===== src/rtl/drbt_pkg.sv =====
`default_nettype none
// ============================================================================
// drbt_pkg
// Shared types and constants of the dirty region bitmap tracker: field widths,
// operation and register codes, controller/datapath command and status.
// ============================================================================
package drbt_pkg;

    // fixed widths
    localparam int WORD_BITS = 32;
    localparam int WORD_LSB  = 5;
    localparam int COORD_W   = 13;
    localparam int DIM_W     = 11;
    localparam int COUNT_W   = 20;
    localparam int CFG_IDX_W = 2;

    localparam logic [COUNT_W-1:0] COUNT_MAX = 20'hFFFFF;

    // default screen limits
    localparam int DEF_MAX_WIDTH  = 1024;
    localparam int DEF_MAX_HEIGHT = 1024;

    // configuration register indexes
    localparam logic [CFG_IDX_W-1:0] CFG_ENABLE = 2'd0;
    localparam logic [CFG_IDX_W-1:0] CFG_WIDTH  = 2'd1;
    localparam logic [CFG_IDX_W-1:0] CFG_HEIGHT = 2'd2;

    // operation codes
    typedef enum logic [1:0] {
        FUNC_RECT   = 2'd0,
        FUNC_PIXEL  = 2'd1,
        FUNC_SWITCH = 2'd2,
        FUNC_QUERY  = 2'd3
    } func_t;

    // controller to datapath
    typedef struct packed {
        logic load;
        logic q_zero;
        logic walk;
        logic flip;
        logic clr_start;
        logic clr_step;
        logic q_capture;
        logic out_load;
    } dp_cmd_t;

    // datapath to controller
    typedef struct packed {
        logic  enable;
        func_t func;
        logic  rect_empty;
        logic  walk_last;
        logic  clr_last;
        logic  out_free;
    } dp_stat_t;

endpackage
`default_nettype wire


===== src/rtl/drbt_ctrl.sv =====
`default_nettype none
// ============================================================================
// drbt_ctrl
// Sequencer of the tracker: clearing passes, rectangle walk, query read and
// handoff of the result to the output register.
// ============================================================================
module drbt_ctrl
    import drbt_pkg::*;
(
    input  wire logic     clk,
    input  wire logic     rst_n,
    input  wire logic     in_valid,
    output logic          in_stall,
    input  wire dp_stat_t stat,
    output dp_cmd_t       cmd
);

    typedef enum logic [2:0] {
        ST_INIT_CLEAR,
        ST_IDLE,
        ST_SETUP,
        ST_MARK,
        ST_FLUSH,
        ST_QREAD,
        ST_SW_CLEAR,
        ST_DONE
    } state_t;

    state_t state_reg;
    state_t state_next;

    // next state and commands
    always_comb
    begin
        state_next = state_reg;
        cmd        = '0;
        case (state_reg)
            ST_INIT_CLEAR:
            begin
                cmd.clr_step = 1'b1;
                if (stat.clr_last)
                begin
                    state_next = ST_IDLE;
                end
            end
            ST_IDLE:
            begin
                cmd.load = in_valid;
                if (in_valid)
                begin
                    state_next = ST_SETUP;
                end
            end
            ST_SETUP:
            begin
                cmd.q_zero = !(stat.enable && (stat.func == FUNC_QUERY));
                if (!stat.enable)
                begin
                    state_next = ST_DONE;
                end
                else
                begin
                    case (stat.func)
                        FUNC_RECT, FUNC_PIXEL:
                        begin
                            state_next = stat.rect_empty ? ST_DONE : ST_MARK;
                        end
                        FUNC_SWITCH:
                        begin
                            cmd.flip      = 1'b1;
                            cmd.clr_start = 1'b1;
                            state_next    = ST_SW_CLEAR;
                        end
                        FUNC_QUERY:
                        begin
                            state_next = ST_QREAD;
                        end
                        default:
                        begin
                            state_next = ST_DONE;
                        end
                    endcase
                end
            end
            ST_MARK:
            begin
                cmd.walk = 1'b1;
                if (stat.walk_last)
                begin
                    state_next = ST_FLUSH;
                end
            end
            ST_FLUSH:
            begin
                state_next = ST_DONE;
            end
            ST_QREAD:
            begin
                cmd.q_capture = 1'b1;
                state_next    = ST_DONE;
            end
            ST_SW_CLEAR:
            begin
                cmd.clr_step = 1'b1;
                if (stat.clr_last)
                begin
                    state_next = ST_DONE;
                end
            end
            ST_DONE:
            begin
                if (stat.out_free)
                begin
                    cmd.out_load = 1'b1;
                    state_next   = ST_IDLE;
                end
            end
            default:
            begin
                state_next = ST_IDLE;
            end
        endcase
    end

    // state register
    always_ff @(posedge clk or negedge rst_n)
    begin
        if (!rst_n)
        begin
            state_reg <= ST_INIT_CLEAR;
        end
        else
        begin
            state_reg <= state_next;
        end
    end

    // input side takes a transfer only between operations
    assign in_stall = (state_reg != ST_IDLE);

endmodule
`default_nettype wire


===== config.mk =====
export PLATFORM = sky130hd
export DESIGN_NAME = drbt_ctrl
export DESIGN_NICKNAME = d
export VERILOG_FILES = /design/src/rtl/drbt_pkg.sv /design/src/rtl/drbt_ctrl.sv
export SDC_FILE = /design/constraint.sdc
export NUM_CORES = 1
export LEC_CHECK = 0
export BUFFER_PORTS_ARGS = -buffer_cell sky130_fd_sc_hd__buf_2
export CAP_MARGIN = 20
export CORE_AREA = 2 2 39 41
export DETAILED_ROUTE_END_ITERATION = 10
export DIE_AREA = 0 0 41 43
export PLACE_DENSITY_LB_ADDON = 0.3
export SYNTH_ARGS = -nofsm -noshare
export SYNTH_HDL_FRONTEND = slang
export SYNTH_SLANG_ARGS = --single-unit

===== constraint.sdc =====
create_clock -name clk -period 1.45 [get_ports clk]
set_clock_uncertainty 0.2 [all_clocks]
set_input_delay 0.145 -clock clk [delete_from_list [all_inputs] [get_ports clk]]
set_output_delay 0.145 -clock clk [all_outputs]
set_load 0.01 [all_outputs]

==> results.sh <==
export IMPL_status="complete, but fails checks"
export IMPL_violations="setup timing"
export IMPL_antenna_cells=0
export IMPL_cp_top_family="simple AND/OR/NAND/NOR gates"
export IMPL_start_util_pct=21.4
export IMPL_ant_nets=0
export IMPL_dieHeight_um=43
export IMPL_cp_num_cells=4
export IMPL_rsz0062_at_grt="true"
export IMPL_arrival_ns=1.26
export IMPL_postSynthCellCount=38
export IMPL_final_cell_count_no_fill=89
export IMPL_grt_pass1_vias=413
export IMPL_ys_ff_latch=3
export IMPL_die_w_um=41
export IMPL_seq_area_frac_synth_pct=25.3
export IMPL_synth_edf_count=0
export IMPL_vias=423
export IMPL_drc_errors=0
export IMPL_wl_met2_um=644
export IMPL_cts_buffers=3
export IMPL_r2r_cells=5
export IMPL_synth_cell_types=23
export IMPL_ys_warnings_count=0
export IMPL_setup_viol=11
export IMPL_synthArstFlopShare_pct=100
export IMPL_whs_ns=0.0415
export IMPL_worst_pin_slew_ns=0.338
export IMPL_synth_flop_cell="dfrtp_1"
export IMPL_highest_signal_layer="met3"
export IMPL_start_kind="register"
export IMPL_first_pass_iters=4
export IMPL_fillCellCount=135
export IMPL_synthToLayoutAreaGrowth_pct=108
export IMPL_clockRootBuffer="clkbuf_4"
export IMPL_crit_buf_inv=2
export IMPL_path_clk_slew_ns=0.04
export IMPL_period_share_pct=111
export IMPL_drv_cap=0
export IMPL_synth_most_common_cell="nor2_1"
export IMPL_gr_total_overflow=0
export IMPL_yosys_area_top_type="dfrtp_1"
export IMPL_ir_worst_vdd_mv=0.666
export IMPL_largest_reg_flops=3
export IMPL_pin_count=19
export IMPL_finalHoldViolations=0
export IMPL_synth_common_cells="nor2_1 (5), inv_1 (4), dfrtp_1 (3), nand3_1 (3)"
export IMPL_worstSetupPathType="reg -> out"
export IMPL_synth_fp_nets=48
export IMPL_max_freq_mhz=621
export IMPL_layout_drive_gt1_share_pct=71.2
export IMPL_antenna_found_initial=0
export IMPL_crit_slowest_cell="dfrtp_2"
export IMPL_avgSynthCellArea_sq_um=7.80
export IMPL_wl_met1_um=376
export IMPL_nets=84
export IMPL_core_sq_mm=0.00138
export IMPL_layout_min_cycle_time_ns=1.61
export IMPL_dieArea_sq_mm=0.00176
export IMPL_slew_headroom_pct=77.3
export IMPL_hpwl_um=649
export IMPL_fin_tns_setup_ns=-0.824
export IMPL_fp_row_count=14
export IMPL_cts_tree="yes"
export IMPL_power_density_mw_per_mm2=1900
export IMPL_cp_required_ns=1.11
export IMPL_fin_ws_ns=-0.159
export IMPL_gp_congestion=0.781
export IMPL_grt_first_pass_wirelength_um=1810
export IMPL_yosys_area_top_type_share_pct=25.3
export IMPL_wl_per_cell_um=12.3
export IMPL_grt_max_degree=10
export IMPL_via_per_inst=4.75
export IMPL_yosys_top_cells_area="dfrtp_1 (25%), buf_6 (7.6%), nor2_1 (6.3%)"
export IMPL_port_buffers=18
export IMPL_cp_slowest_stage_delay_ns=0.41
export IMPL_h_tree_depth=1
export IMPL_cts_buffer_depth=2
export IMPL_cts_sinks=3
export IMPL_hp_class="in -> async"
export IMPL_finalWirelength_um=1100
export IMPL_track_usage_pct=15.4
export IMPL_first_iter_violations=11
export IMPL_end_kind="primary output"
export IMPL_clk_latency_ns=0.23
export IMPL_crit_path_cell_trace="inv_2 -> or3_4 -> nor2_2 -> buf_2"
export IMPL_leakage_uw=0.000319
export IMPL_placed_cells=75
export IMPL_wl_met3_um=75
export IMPL_crit_fanout=6
export IMPL_syn_area_sq_um=297
export IMPL_finalMaxSlewViolations=0
==> final timing paths <==
| check | start | end | slack (ns) |
|---|---|---|---|
| worst max-delay path | state_reg[0] | cmd[7] | -0.16 |
| worst min-delay path | rst_n | state_reg[0] | 0.04 |
| worst max register to register | state_reg[1] | state_reg[0] | -0.05 |
| worst min register to register | state_reg[0] | state_reg[2] | 0.45 |
| max in group asynchronous | rst_n | state_reg[1] | 0.89 |
| min in group clk | stat[3] | state_reg[2] | 0.08 |
==> report_power, final <==
| part | internal (uW) | leakage [uW] | switching, uW |
|---|---|---|---|
| Sequential | 131 | 0.0000297 | 61.0 |
| Combinational | 444 | 0.000274 | 395 |
| Clock | 103 | 0.0000150 | 41.7 |
==> per-layer routing <==
layer / vias up / track usage (%)
li1: 202 / -
met1: 200 / 19.1
met2: 21 / 23.4
met3: 0 / 3.66
met4: 0 / 8.00
met5: - / 0
==> timing repair <==
item / 4_1_cts / 5_1_grt
cloned: 0 / 1
hold buffers: 2 / 0
setup endpoints to repair: 11 / 12
pin swaps: 7 / 1
buffers inserted: 7 / 3
endpoints found under the hold margin: 4 / 0
resized for setup: 18 / 7
==> layout make-up <==
cell class	count	area, sq um	share of cell area (%)
Tap cell	16	20.0	3.24
Timing Repair Buffer	35	243	39.3
Clock buffer	4	26.3	4.25
Sequential cell	3	78.8	12.8
Multi-Input combinational cell	27	233	37.7
Inverter	4	17.5	2.83
==> metrics by stage <==
step                      util (%)  total power, uW  area [sq um]  setup slack [ns]
final                         44.7             1180           618            -0.159
after global routing          44.7             1270           618            -0.226
after CTS                     42.5             1080           588            -0.157
after detailed placement      30.8              702           427           -0.0105
after global placement        30.8              707           427           -0.0167
after floorplan                  -              510           299           0.00971
==> cell families after synthesis <==
kind of cell              synth area share, %
buffers and inverters                    16.9
AOI/OAI and AO/OA                        19.4
and+or+nand+nor                          35.4
DFF                                      25.3
xor gates and xnor gates                 2.95
==> cell usage in the layout, fill, tap and decap left out, types with 2 or more instances in the layout <==
cell type,n
dlygate4sd3_1,2
buf_2,19
buf_6,6
clkbuf_4,3
nor2_2,3
inv_1,2
nor2_1,2
nand3_1,2
dfrtp_2,3
buf_4,8
(Power assumes the default switching activity.)
